<file path="config.mk">
export PLATFORM = sky130hd
export DESIGN_NAME = sha256_byte_stream_hasher_flat
export DESIGN_NICKNAME = d
export VERILOG_FILES = /design/src/rtl/core/sha256_pkg.sv /design/src/rtl/core/sha256_if.sv /design/src/rtl/core/sha256_front.sv /design/src/rtl/core/sha256_engine.sv /design/src/rtl/core/sha256_byte_stream_hasher.sv /design/src/flat_wrapper.sv
export SDC_FILE = /design/constraint.sdc
export NUM_CORES = 2
export LEC_CHECK = 0
export BUFFER_PORTS_ARGS = -buffer_cell sky130_fd_sc_hd__buf_4
export CORE_ASPECT_RATIO = 1.5
export CORE_MARGIN = 10
export CORE_UTILIZATION = 45
export CTS_BUF_LIST = sky130_fd_sc_hd__clkbuf_4 sky130_fd_sc_hd__clkbuf_8
export DETAILED_ROUTE_END_ITERATION = 8
export PLACE_DENSITY_LB_ADDON = 0.08
export SLEW_MARGIN = 0
export SYNTH_ARGS = -nofsm -noshare
export SYNTH_HDL_FRONTEND = slang
export SYNTH_SLANG_ARGS = --single-unit
</file>
<file path="constraint.sdc">
create_clock -name clk -period 35.3 [get_ports clk]
set_input_delay 5.295 -clock clk [delete_from_list [all_inputs] [get_ports clk]]
set_output_delay 5.295 -clock clk [all_outputs]
set_load 0.02 [all_outputs]
</file>
<file path="src/rtl/core/sha256_pkg.sv">
// ----------------------------------------------------------------------------
// SHA-256 hasher package
// Shared types, constants and round functions for the byte-stream hasher.
// ----------------------------------------------------------------------------
`default_nettype none
package sha256_pkg;

  typedef logic [31:0] word_t;

  localparam int unsigned QueueDepth = 4;

  // Classified command passed from the front end to the compression engine.
  typedef struct packed {
    logic [7:0] data_byte;
    logic       byte_present;
    logic       end_of_message;
  } cmd_t;

  // Compression engine sequencer states.
  typedef enum logic [2:0] {
    ST_IDLE,
    ST_PAD,
    ST_ROUND,
    ST_ADD,
    ST_EMIT
  } eng_state_t;

  function automatic word_t round_k(input logic [5:0] idx);
    word_t k;
    unique case (idx)
      6'd0: k = 32'h428a2f98;  6'd1: k = 32'h71374491;  6'd2: k = 32'hb5c0fbcf;
      6'd3: k = 32'he9b5dba5;  6'd4: k = 32'h3956c25b;  6'd5: k = 32'h59f111f1;
      6'd6: k = 32'h923f82a4;  6'd7: k = 32'hab1c5ed5;  6'd8: k = 32'hd807aa98;
      6'd9: k = 32'h12835b01;  6'd10: k = 32'h243185be; 6'd11: k = 32'h550c7dc3;
      6'd12: k = 32'h72be5d74; 6'd13: k = 32'h80deb1fe; 6'd14: k = 32'h9bdc06a7;
      6'd15: k = 32'hc19bf174; 6'd16: k = 32'he49b69c1; 6'd17: k = 32'hefbe4786;
      6'd18: k = 32'h0fc19dc6; 6'd19: k = 32'h240ca1cc; 6'd20: k = 32'h2de92c6f;
      6'd21: k = 32'h4a7484aa; 6'd22: k = 32'h5cb0a9dc; 6'd23: k = 32'h76f988da;
      6'd24: k = 32'h983e5152; 6'd25: k = 32'ha831c66d; 6'd26: k = 32'hb00327c8;
      6'd27: k = 32'hbf597fc7; 6'd28: k = 32'hc6e00bf3; 6'd29: k = 32'hd5a79147;
      6'd30: k = 32'h06ca6351; 6'd31: k = 32'h14292967; 6'd32: k = 32'h27b70a85;
      6'd33: k = 32'h2e1b2138; 6'd34: k = 32'h4d2c6dfc; 6'd35: k = 32'h53380d13;
      6'd36: k = 32'h650a7354; 6'd37: k = 32'h766a0abb; 6'd38: k = 32'h81c2c92e;
      6'd39: k = 32'h92722c85; 6'd40: k = 32'ha2bfe8a1; 6'd41: k = 32'ha81a664b;
      6'd42: k = 32'hc24b8b70; 6'd43: k = 32'hc76c51a3; 6'd44: k = 32'hd192e819;
      6'd45: k = 32'hd6990624; 6'd46: k = 32'hf40e3585; 6'd47: k = 32'h106aa070;
      6'd48: k = 32'h19a4c116; 6'd49: k = 32'h1e376c08; 6'd50: k = 32'h2748774c;
      6'd51: k = 32'h34b0bcb5; 6'd52: k = 32'h391c0cb3; 6'd53: k = 32'h4ed8aa4a;
      6'd54: k = 32'h5b9cca4f; 6'd55: k = 32'h682e6ff3; 6'd56: k = 32'h748f82ee;
      6'd57: k = 32'h78a5636f; 6'd58: k = 32'h84c87814; 6'd59: k = 32'h8cc70208;
      6'd60: k = 32'h90befffa; 6'd61: k = 32'ha4506ceb; 6'd62: k = 32'hbef9a3f7;
      default: k = 32'hc67178f2;
    endcase
    return k;
  endfunction

  function automatic word_t initial_h(input logic [2:0] idx);
    word_t h;
    unique case (idx)
      3'd0: h = 32'h6a09e667; 3'd1: h = 32'hbb67ae85;
      3'd2: h = 32'h3c6ef372; 3'd3: h = 32'ha54ff53a;
      3'd4: h = 32'h510e527f; 3'd5: h = 32'h9b05688c;
      3'd6: h = 32'h1f83d9ab; default: h = 32'h5be0cd19;
    endcase
    return h;
  endfunction

  function automatic word_t rotr(input word_t x, input int unsigned n);
    return (x >> n) | (x << (32 - n));
  endfunction

  function automatic word_t sig0(input word_t x);
    return rotr(x, 7) ^ rotr(x, 18) ^ (x >> 3);
  endfunction

  function automatic word_t sig1(input word_t x);
    return rotr(x, 17) ^ rotr(x, 19) ^ (x >> 10);
  endfunction

  function automatic word_t bsig0(input word_t x);
    return rotr(x, 2) ^ rotr(x, 13) ^ rotr(x, 22);
  endfunction

  function automatic word_t bsig1(input word_t x);
    return rotr(x, 6) ^ rotr(x, 11) ^ rotr(x, 25);
  endfunction

endpackage
`default_nettype wire

</file>
<file path="src/rtl/core/sha256_if.sv">
// ----------------------------------------------------------------------------
// SHA-256 hasher channels
// Valid/ready channels for message bytes and digest words.
// ----------------------------------------------------------------------------
`default_nettype none
interface sha256_in_if;
  logic       valid;
  logic       ready;
  logic [7:0] data_byte;
  logic       byte_present;
  logic       end_of_message;
  modport source (output valid, data_byte, byte_present, end_of_message, input ready);
  modport sink (input valid, data_byte, byte_present, end_of_message, output ready);
endinterface

interface sha256_out_if;
  logic        valid;
  logic        ready;
  logic [31:0] digest_word;
  logic [2:0]  word_index;
  logic        last_word;
  modport source (output valid, digest_word, word_index, last_word, input ready);
  modport sink (input valid, digest_word, word_index, last_word, output ready);
endinterface
`default_nettype wire

</file>
<file path="src/rtl/core/sha256_front.sv">
// ----------------------------------------------------------------------------
// SHA-256 front end
// Accepts transactions, drops empty ones and queues commands for the engine.
// ----------------------------------------------------------------------------
`default_nettype none
module sha256_front (
  input  wire logic               clk,
  input  wire logic               rst,
  sha256_in_if.sink               in_ch,
  output sha256_pkg::cmd_t        cmd,
  output logic                    cmd_valid,
  input  wire logic               cmd_pop
);
  localparam int unsigned Depth = sha256_pkg::QueueDepth;
  localparam int unsigned Aw = $clog2(Depth);

  sha256_pkg::cmd_t  mem [Depth];
  logic [Aw-1:0]     wr_ptr;
  logic [Aw-1:0]     rd_ptr;
  logic [Aw:0]       count;
  logic              push;
  logic              pop;

  assign in_ch.ready = (count != (Aw+1)'(Depth));
  // Items with neither flag set do nothing, so they are not queued.
  assign push = in_ch.valid && in_ch.ready && (in_ch.byte_present || in_ch.end_of_message);
  assign pop = cmd_pop && cmd_valid;
  assign cmd_valid = (count != '0);
  assign cmd = mem[rd_ptr];

  always_ff @(posedge clk) begin
    if (push) begin
      mem[wr_ptr] <= '{data_byte: in_ch.data_byte, byte_present: in_ch.byte_present,
                       end_of_message: in_ch.end_of_message};
    end
  end

  always_ff @(posedge clk) begin
    if (rst) begin
      wr_ptr <= '0;
      rd_ptr <= '0;
      count <= '0;
    end else begin
      if (push) wr_ptr <= wr_ptr + 1'b1;
      if (pop) rd_ptr <= rd_ptr + 1'b1;
      count <= count + (Aw+1)'(push) - (Aw+1)'(pop);
    end
  end
endmodule
`default_nettype wire

</file>
<file path="src/rtl/core/sha256_engine.sv">
// ----------------------------------------------------------------------------
// SHA-256 compression engine
// Buffers bytes, pads, runs 64 rounds per block and emits the digest.
// ----------------------------------------------------------------------------
`default_nettype none
module sha256_engine (
  input  wire logic         clk,
  input  wire logic         rst,
  input  wire sha256_pkg::cmd_t cmd,
  input  wire logic         cmd_valid,
  output logic              cmd_pop,
  sha256_out_if.source      out_ch
);
  typedef sha256_pkg::word_t word_t;

  sha256_pkg::eng_state_t state, state_next;

  word_t        h [8];
  word_t        v [8];
  word_t        w [16];          // message schedule window, w[0] is current
  logic [63:0]  byte_count;
  logic [5:0]   pos;             // byte position within current block
  logic [5:0]   rnd;
  logic [2:0]   add_idx;
  logic         finishing;       // message closed, padding in progress
  logic         len_done;        // length field written into final block
  logic         pad_marker_done;
  logic [63:0]  bit_len;
  logic [2:0]   emit_idx;

  word_t        t1, t2, w_new;
  logic [7:0]   pad_byte;
  logic         pad_write;

  always_comb begin
    t1 = v[7] + sha256_pkg::bsig1(v[4]) + ((v[4] & v[5]) ^ (~v[4] & v[6]))
       + sha256_pkg::round_k(rnd) + w[0];
    t2 = sha256_pkg::bsig0(v[0]) + ((v[0] & v[1]) ^ (v[0] & v[2]) ^ (v[1] & v[2]));
    w_new = sha256_pkg::sig1(w[14]) + w[9] + sha256_pkg::sig0(w[1]) + w[0];
  end

  // Padding byte: marker, zeros, then the length big-endian from position 56.
  always_comb begin
    pad_write = 1'b0;
    pad_byte = 8'h00;
    if (!pad_marker_done) begin
      pad_byte = 8'h80;
    end else if (len_done && pos >= 6'd56) begin
      pad_byte = bit_len[8'(63 - 8 * (int'(pos) - 56)) -: 8];
    end
    pad_write = 1'b1;
  end

  always_comb begin
    state_next = state;
    unique case (state)
      sha256_pkg::ST_IDLE: begin
        if (cmd_valid) begin
          if (cmd.byte_present && pos == 6'd63) state_next = sha256_pkg::ST_ROUND;
          else if (cmd.end_of_message) state_next = sha256_pkg::ST_PAD;
        end
      end
      sha256_pkg::ST_PAD: begin
        if (pos == 6'd63) state_next = sha256_pkg::ST_ROUND;
      end
      sha256_pkg::ST_ROUND: begin
        if (rnd == 6'd63) state_next = sha256_pkg::ST_ADD;
      end
      sha256_pkg::ST_ADD: begin
        if (add_idx == 3'd7) begin
          if (!finishing) state_next = sha256_pkg::ST_IDLE;
          else if (len_done) state_next = sha256_pkg::ST_EMIT;
          else state_next = sha256_pkg::ST_PAD;
        end
      end
      sha256_pkg::ST_EMIT: begin
        if (out_ch.ready && emit_idx == 3'd7) state_next = sha256_pkg::ST_IDLE;
      end
      default: state_next = sha256_pkg::ST_IDLE;
    endcase
  end

  always_comb begin
    cmd_pop = 1'b0;
    out_ch.valid = 1'b0;
    unique case (state)
      sha256_pkg::ST_IDLE: begin
        // An item with a byte that fills the block and also ends the message
        // stays queued; its end flag is handled after the block compresses.
        cmd_pop = cmd_valid && !(cmd.byte_present && pos == 6'd63 && cmd.end_of_message);
      end
      sha256_pkg::ST_EMIT: out_ch.valid = 1'b1;
      default: ;
    endcase
  end

  assign out_ch.digest_word = h[emit_idx];
  assign out_ch.word_index = emit_idx;
  assign out_ch.last_word = (emit_idx == 3'd7);

  logic end_pending;

  always_ff @(posedge clk) begin
    if (rst) begin
      state <= sha256_pkg::ST_IDLE;
      byte_count <= '0;
      pos <= '0;
      rnd <= '0;
      add_idx <= '0;
      finishing <= 1'b0;
      len_done <= 1'b0;
      pad_marker_done <= 1'b0;
      emit_idx <= '0;
      end_pending <= 1'b0;
      for (int i = 0; i < 8; i++) h[i] <= sha256_pkg::initial_h(3'(i));
    end else begin
      state <= state_next;
      unique case (state)
        sha256_pkg::ST_IDLE: begin
          if (cmd_valid && !end_pending) begin
            if (cmd.byte_present) begin
              w[pos[5:2]][8'(31 - 8 * int'(pos[1:0])) -: 8] <= cmd.data_byte;
              byte_count <= byte_count + 64'd1;
              pos <= pos + 6'd1;
              if (pos == 6'd63) begin
                for (int i = 0; i < 8; i++) v[i] <= h[i];
                rnd <= '0;
                end_pending <= cmd.end_of_message;
              end else if (cmd.end_of_message) begin
                finishing <= 1'b1;
                pad_marker_done <= 1'b0;
                len_done <= 1'b0;
                bit_len <= {byte_count[60:0] + 61'd1, 3'b000};
              end
            end else begin
              finishing <= 1'b1;
              pad_marker_done <= 1'b0;
              len_done <= 1'b0;
              bit_len <= {byte_count[60:0], 3'b000};
            end
          end else if (cmd_valid && end_pending) begin
            // Deferred end of a message whose last byte completed a block.
            end_pending <= 1'b0;
            finishing <= 1'b1;
            pad_marker_done <= 1'b0;
            len_done <= 1'b0;
            bit_len <= {byte_count[60:0], 3'b000};
          end
        end
        sha256_pkg::ST_PAD: begin
          if (pad_write) begin
            w[pos[5:2]][8'(31 - 8 * int'(pos[1:0])) -: 8] <= pad_byte;
          end
          pad_marker_done <= 1'b1;
          pos <= pos + 6'd1;
          if (pos == 6'd55 && (pad_marker_done || pos != 6'd63)) len_done <= 1'b1;
          if (pos == 6'd63) begin
            for (int i = 0; i < 8; i++) v[i] <= h[i];
            rnd <= '0;
          end
        end
        sha256_pkg::ST_ROUND: begin
          v[7] <= v[6]; v[6] <= v[5]; v[5] <= v[4]; v[4] <= v[3] + t1;
          v[3] <= v[2]; v[2] <= v[1]; v[1] <= v[0]; v[0] <= t1 + t2;
          for (int i = 0; i < 15; i++) w[i] <= w[i+1];
          w[15] <= w_new;
          rnd <= rnd + 6'd1;
          add_idx <= '0;
        end
        sha256_pkg::ST_ADD: begin
          h[add_idx] <= h[add_idx] + v[add_idx];
          add_idx <= add_idx + 3'd1;
          emit_idx <= '0;
        end
        sha256_pkg::ST_EMIT: begin
          if (out_ch.ready) begin
            emit_idx <= emit_idx + 3'd1;
            if (emit_idx == 3'd7) begin
              for (int i = 0; i < 8; i++) h[i] <= sha256_pkg::initial_h(3'(i));
              byte_count <= '0;
              pos <= '0;
              finishing <= 1'b0;
            end
          end
        end
        default: ;
      endcase
    end
  end
endmodule
`default_nettype wire

</file>
<file path="src/rtl/core/sha256_byte_stream_hasher.sv">
// ----------------------------------------------------------------------------
// SHA-256 byte-stream hasher
// Top level: front-end queue feeding the compression engine.
// ----------------------------------------------------------------------------
// The hasher takes one message byte per input transaction and returns the
// SHA-256 digest as eight 32-bit output transactions, most significant word
// first, after a transaction with end_of_message set. The single shared
// round unit runs the 64 rounds of each full 64-byte block and then folds
// the result into the chaining words. Closing a message adds padding and
// one or two block compressions before the digest appears. A four-entry
// queue in front of the engine lets the source keep sending while a block
// compresses.
`default_nettype none
module sha256_byte_stream_hasher (
  input wire logic     clk,
  input wire logic     rst,
  sha256_in_if.sink    in_ch,
  sha256_out_if.source out_ch
);
  sha256_pkg::cmd_t cmd;
  logic             cmd_valid;
  logic             cmd_pop;

  // Front end: accepts and filters transactions.
  sha256_front u_front (
    .clk       (clk),
    .rst       (rst),
    .in_ch     (in_ch),
    .cmd       (cmd),
    .cmd_valid (cmd_valid),
    .cmd_pop   (cmd_pop)
  );

  // Back end: buffering, padding, compression and digest output.
  sha256_engine u_engine (
    .clk       (clk),
    .rst       (rst),
    .cmd       (cmd),
    .cmd_valid (cmd_valid),
    .cmd_pop   (cmd_pop),
    .out_ch    (out_ch)
  );
endmodule
`default_nettype wire

</file>
<file path="src/flat_wrapper.sv">
// flat-port wrapper written by rule: the top's interface ports become plain ports
module sha256_byte_stream_hasher_flat 
  (clk, rst, in_ch_valid, in_ch_data_byte, in_ch_byte_present, in_ch_end_of_message, in_ch_ready, out_ch_valid, out_ch_digest_word, out_ch_word_index, out_ch_last_word, out_ch_ready);
  sha256_in_if in_ch_i ();
  sha256_out_if out_ch_i ();
  input wire logic clk;
  input wire logic rst;
  input wire logic [$bits(in_ch_i.valid)-1:0] in_ch_valid;
  input wire logic [$bits(in_ch_i.data_byte)-1:0] in_ch_data_byte;
  input wire logic [$bits(in_ch_i.byte_present)-1:0] in_ch_byte_present;
  input wire logic [$bits(in_ch_i.end_of_message)-1:0] in_ch_end_of_message;
  output wire logic [$bits(in_ch_i.ready)-1:0] in_ch_ready;
  output wire logic [$bits(out_ch_i.valid)-1:0] out_ch_valid;
  output wire logic [$bits(out_ch_i.digest_word)-1:0] out_ch_digest_word;
  output wire logic [$bits(out_ch_i.word_index)-1:0] out_ch_word_index;
  output wire logic [$bits(out_ch_i.last_word)-1:0] out_ch_last_word;
  input wire logic [$bits(out_ch_i.ready)-1:0] out_ch_ready;
  assign in_ch_i.valid = in_ch_valid;
  assign in_ch_i.data_byte = in_ch_data_byte;
  assign in_ch_i.byte_present = in_ch_byte_present;
  assign in_ch_i.end_of_message = in_ch_end_of_message;
  assign in_ch_ready = in_ch_i.ready;
  assign out_ch_valid = out_ch_i.valid;
  assign out_ch_digest_word = out_ch_i.digest_word;
  assign out_ch_word_index = out_ch_i.word_index;
  assign out_ch_last_word = out_ch_i.last_word;
  assign out_ch_i.ready = out_ch_ready;
  sha256_byte_stream_hasher u_core (.clk(clk), .rst(rst), .in_ch(in_ch_i), .out_ch(out_ch_i));
endmodule
</file>
# --- Word level (Yosys, flattened, before mapping) ---
# Memory sizes are Yosys's and may differ from the RTL's. A register that Yosys moved wholly into a read port is not among the register bits.
# Index checks and enable logic that the tools add are counted.
word_totals:
  register_bits: 160
  output_inout_bits: 38
  rom_bits: 2048
  mem_bits_rw: 1064
  inputBits: 14
  elab_cells: 397
  memories: 5
op_classes:
  n_reduce_logical: 36
  n_eq_ne: 29
  n_lt_le_gt_ge: 1
  addsub: 25
  mux: 199
  n_shift: 4
  bitwise_logic: 84
memory_table:
  columns: ["memory", "words", "width", "rd", "rd_ports_with_merged_regs", "write_ports", "line", "rtl"]
  rows:
  - ["(name not given)", 64, 32, 1, 1, 0, "sha256_pkg.sv:30", "unique case (idx)"]
  - ["u_core.u_engine.w", 16, 32, 16, 0, 16, "sha256_engine.sv:20", "word_t w [16];"]
  - ["u_core.u_engine.h", 8, 32, 10, 2, 8, "sha256_engine.sv:18", "word_t h [8];"]
  - ["u_core.u_engine.v", 8, 32, 9, 1, 8, "sha256_engine.sv:19", "word_t v [8];"]
  - ["u_core.u_front.mem", 4, 10, 1, 1, 1, "sha256_front.sv:17", "sha256_pkg::cmd_t mem [Depth];"]
op_table:
  columns: ["operator", "count"]
  rows:
  - ["32-bit 2-to-1 mux", 69]
  - ["64-bit 2-to-1 mux", 9]
  - ["32-bit adder", 11]
  - ["32-bit bitwise XOR", 9]
  - ["32-bit bitwise AND", 5]
  - ["64-bit one-hot mux with 2 select lines", 1]
  - ["1-bit 2-to-1 mux", 81]
  - ["8-bit by 9-bit indexed part select with 39-bit output", 2]
  - ["71-bit by 8-bit indexed part select with 8-bit output", 1]
  - ["64-bit by 1-bit adder with 64-bit output, second input constant", 1]
  - ["32-bit OR reduction", 2]
  - ["61-bit by 1-bit adder with 61-bit output, second input constant", 1]
  - ["1-bit bitwise OR", 56]
  - ["6-bit 2-to-1 mux", 9]
  - ["3-bit 2-to-1 mux", 17]
  - ["8-bit by 9-bit variable shift with 39-bit output, first input constant", 1]
  - ["6-bit one-hot mux with 3 select lines", 2]
  - ["32-bit NOT", 1]
  - ["10-bit by 32-bit bitwise OR with 32-bit output", 1]
  - ["13-bit by 32-bit bitwise OR with 32-bit output", 1]
  - ["14-bit by 32-bit bitwise OR with 32-bit output", 1]
  - ["15-bit by 32-bit bitwise OR with 32-bit output", 1]
  - ["19-bit by 32-bit bitwise OR with 32-bit output", 1]
  - ["21-bit by 32-bit bitwise OR with 32-bit output", 1]
  - ["other kinds (42)", 94]

# --- Depth between registers and ports, before layout ---
# An unclocked memory read counts as a cell.
depth:
  ltp_word: 10
  mapped_depth: 33
  depth_no_buf: 32

# --- Hierarchy ---
# Synthesis repeated with hierarchy kept, for this count alone.
unflattened:
  hier_cells: 6829
  hier_area_um2: 73485.5
modules_own_cells:
  columns: ["mod", "n_inst", "area_each_um2", "cells_each", "seq_area_each_um2"]
  rows:
  - ["sha256_engine", 1, 71543.6, 6727, 35063.6]
  - ["sha256_front", 1, 1941.9, 102, 1381.3]

# --- Worst setup path before layout ---
# OpenSTA, ideal clock, no wires.
synth_path:
  path_kind: "input-to-reg"
  from: "in rst"
  to: "mem u_core.u_engine.v[0][0] (netlist bit), enable pin"
  setup_time_ns: 1.010
  path_stages: 5
  n_path_buf: 2
  arrival_time_ns: 19.325
  t_required_ns: 34.290
  path_slack_ns: 14.966
  cell_sequence: "clkbuf_1 -> nor2_1 -> nand2_1 -> clkbuf_1 -> o21ai_0"
synth_lines:
  columns: ["item", "line", "rtl"]
  rows:
  - ["start, declared", "flat_wrapper.sv:7", "input wire logic rst;"]
  - ["end, declared", "sha256_engine.sv:19", null]

==> impl_metrics.yaml <==
critical_path:
  required_ns: 30.00
  crit_fanout: 35
  crit_type: "reg2out"
  worstPathArrival_ns: 4.05
  startpoint_type: "flip-flop"
  end_kind: "primary output"
synthesis:
  ys_ff_latch: 1258
  synth-main-ff-cell: "edfxtp_1"
  ys_types: 83
  syn_inst: 6818
  seq_area_frac_synth_pct: 49.7
  synth_nets: 7210
  synth_edf_count: 1125
  ys.warnings.count: 0
  async_flop_share_pct: 0
  syn_area_mm2: 0.0733
  avgSynthCellArea_um2: 10.7
clocking:
  postCtsSetupBuffers: 0
  clkSlewWorstSetupHoldPaths_ns: 0.07
  postCtsHoldBufs: 0
  clk_latency_ns: 1.00
  cts_sinks: 1258
  numCtsBuffers: 200
  clockBufferDepth: 3
  cts_resized: 0
  cts-htree-levels: 4
  cts_root_buf: "clkbuf_8"
  cts_tree: "yes"
drt:
  drtIter0Drc: 5296
  first_pass_iters: 6
  vias: 53130
  antenna_left: 0
  viasPerCell: 5.89
  totalWireLength_mm: 261
  wl_per_cell_um: 29.0
  drc: 0
placed_design:
  postPlaceCellArea_mm2: 0.0755
  dp.final_hpwl_mm: 185
  pre_cts_ws_ns: 25.40
  dp_cells: 8646
  io_buffers: 51
  place_congestion: 0.956
timing:
  setup_tns_ns: 0
  min_period_ns: 9.35
  fin_ws_ns: 25.95
  post-route-period-util_pct: 26.5
  setup_violations: 0
  worst_slew_pin_slew_ns: 1.37
  whs_ns: 0.487
  fmax_ghz: 0.107
  rsz0062_at_grt: "no"
  drv_slew: 0
  hold_viol: 0
  skew_ns: 0.0562
  slew_headroom_pct: 7.93
pwr:
  p_seq_share_pct: 21.5
  p_sw_share_pct: 48.1
  p_per_area_mw_per_mm2: 115
  intPower_mw: 4.77
  p_clk_share_pct: 14.4
  p_comb_share_pct: 64.1
  leakagePower_nw: 30.3
  finalPower_mw: 9.20
  ir_drop_v: 0.000163
  p_sw_mw: 4.43
finish:
  layout_commonest_cell: "nand2_1"
  n_fill_cell: 14857
  final_cell_mix: "nand2_1, edfxtp_1, nor2_1"
  final_util_pct: 49.2
  nets: 7138
  final-instance-count-excl-fill: 9023
  drive_above_1_share_pct: 13.3
  area_growth_pct: 8.73
  final_area_mm2: 0.0797
global_routing:
  grt_util_met3_pct: 3.69
  grt_pass1_wl_mm: 375
  grt_max_degree: 218
  grtUsageMet2_pct: 50.3
  grt_busiest_layer: "met2"
  use_met1_pct: 32.7
  grt_pass1_vias: 53160
  grt_overflow_total: 0
  grt.total_usage_pct: 28.7
  antenna_found_initial: 5
die:
  die_x_um: 349
  rows: 181
  core_mm2: 0.162
  die_h_um: 514
  initial_core_util_pct: 45.2
  dieArea_mm2: 0.180
  ios: 52
run:
  cap_violations: 0
worst_hold_path:
  min_path_type: "reg2reg"
status:
  run_status: "finished, final reports clean"
## layout make-up
cell class	count	area (um^2)	area share, %
Antenna cell	1	2.50	0.00314
Clock buffer	273	3340	4.20
Clock inverter	101	779	0.979
Inverter	171	654	0.822
Multi-Input combinational cell	4957	34600	43.4
Sequential cell	1258	36500	45.8
Tap cell	2104	2630	3.30
Timing Repair Buffer	158	1190	1.50
## path summary, 6_finish.rpt
kind	startpoint	end	slack, ns	cells after the start
max	flip-flop	out_ch_digest_word[31]	25.95	4
min	u_core.u_engine.w[15][0]	u_core.u_engine.w[14][0]	0.49	2
max reg2reg	flip-flop	u_core.u_engine.h[7][30]	26.06	18
min reg2reg	u_core.u_engine.w[15][0]	u_core.u_engine.w[14][0]	0.49	2
## Yosys cell counts, types with 25 or more instances
library cell | instances | share of area [%]
nand2b_1 | 38 | 0.32
dfxtp_1 | 133 | 3.6
a21o_1 | 161 | 1.6
nand2_1 | 1900 | 9.7
nor2_1 | 392 | 2.0
xor2_1 | 119 | 1.4
fa_1 | 189 | 5.2
clkbuf_1 | 350 | 1.8
xnor2_1 | 350 | 4.2
nand3_1 | 74 | 0.51
buf_1 | 38 | 0.19
mux2_2 | 150 | 2.3
and3_1 | 41 | 0.35
o21a_1 | 29 | 0.30
ha_1 | 189 | 3.2
inv_1 | 167 | 0.86
a21oi_1 | 271 | 1.9
buf_2 | 30 | 0.20
a211oi_1 | 25 | 0.26
mux4_2 | 215 | 6.6
o21ai_0 | 321 | 2.2
nor3_1 | 87 | 0.59
nor2b_1 | 31 | 0.26
a31oi_1 | 30 | 0.26
edfxtp_1 | 1125 | 46
maj3_1 | 31 | 0.42
## sequential cells by signal, indices dropped and copies added, names as in the netlist, named ones only
| register | flops |
|---|---|
| u_core.u_engine.pad_marker_done | 1 |
| u_core.u_front.wr_ptr | 2 |
| u_core.u_engine.rnd | 6 |
| u_core.u_engine.byte_count | 61 |
| u_core.u_engine.len_done | 1 |
| u_core.u_engine.h | 256 |
| u_core.u_engine.end_pending | 1 |
| u_core.u_engine.pos | 6 |
| u_core.u_engine.finishing | 1 |
| u_core.u_front.mem | 40 |
| u_core.u_engine.out_ch.word_index | 3 |
| u_core.u_engine.add_idx | 3 |
| u_core.u_engine.w | 512 |
| u_core.u_front.rd_ptr | 2 |
| u_core.u_front.count | 3 |
| u_core.u_engine.state | 3 |
| u_core.u_engine.bit_len | 61 |
| u_core.u_engine.v | 256 |
## power groups by stage
stage          logic (mW)  registers (mW)  clock network, mW
2_1_floorplan        4.09            1.94                  0
3_3_place_gp         5.78            2.00                  0
3_5_place_dp         5.79            2.00                  0
4_1_cts              5.83            1.98               1.35
5_1_grt              6.42            1.98               1.41
6_report             5.90            1.98               1.32
## cells by family after synthesis
| family | share of synthesized area [%] |
|---|---|
| multiplexers | 9.17 |
| flip-flops | 49.7 |
| AND/OR/NAND/NOR | 14.9 |
| AO/OA/AOI/OAI | 8.50 |
| adder cells (fa/ha/maj) | 8.82 |
| XOR/XNOR | 5.61 |
| buffers and inverters | 3.26 |
## routing by layer
| layer | up-vias | wire (um) |
|---|---|---|
| met5 | - | 21 |
| met4 | 4 | 20000 |
| met3 | 647 | 14300 |
| met2 | 2073 | 132000 |
| met1 | 26618 | 94700 |
| li1 | 23788 | - |
## critical path: stages, from the launching register on
cell     delay, ns
dfxtp_4       0.92
buf_4         0.89
mux4_2        0.62
mux2_2        0.38
buf_4         0.19
No activity file was read; power rests on OpenSTA's default activity.
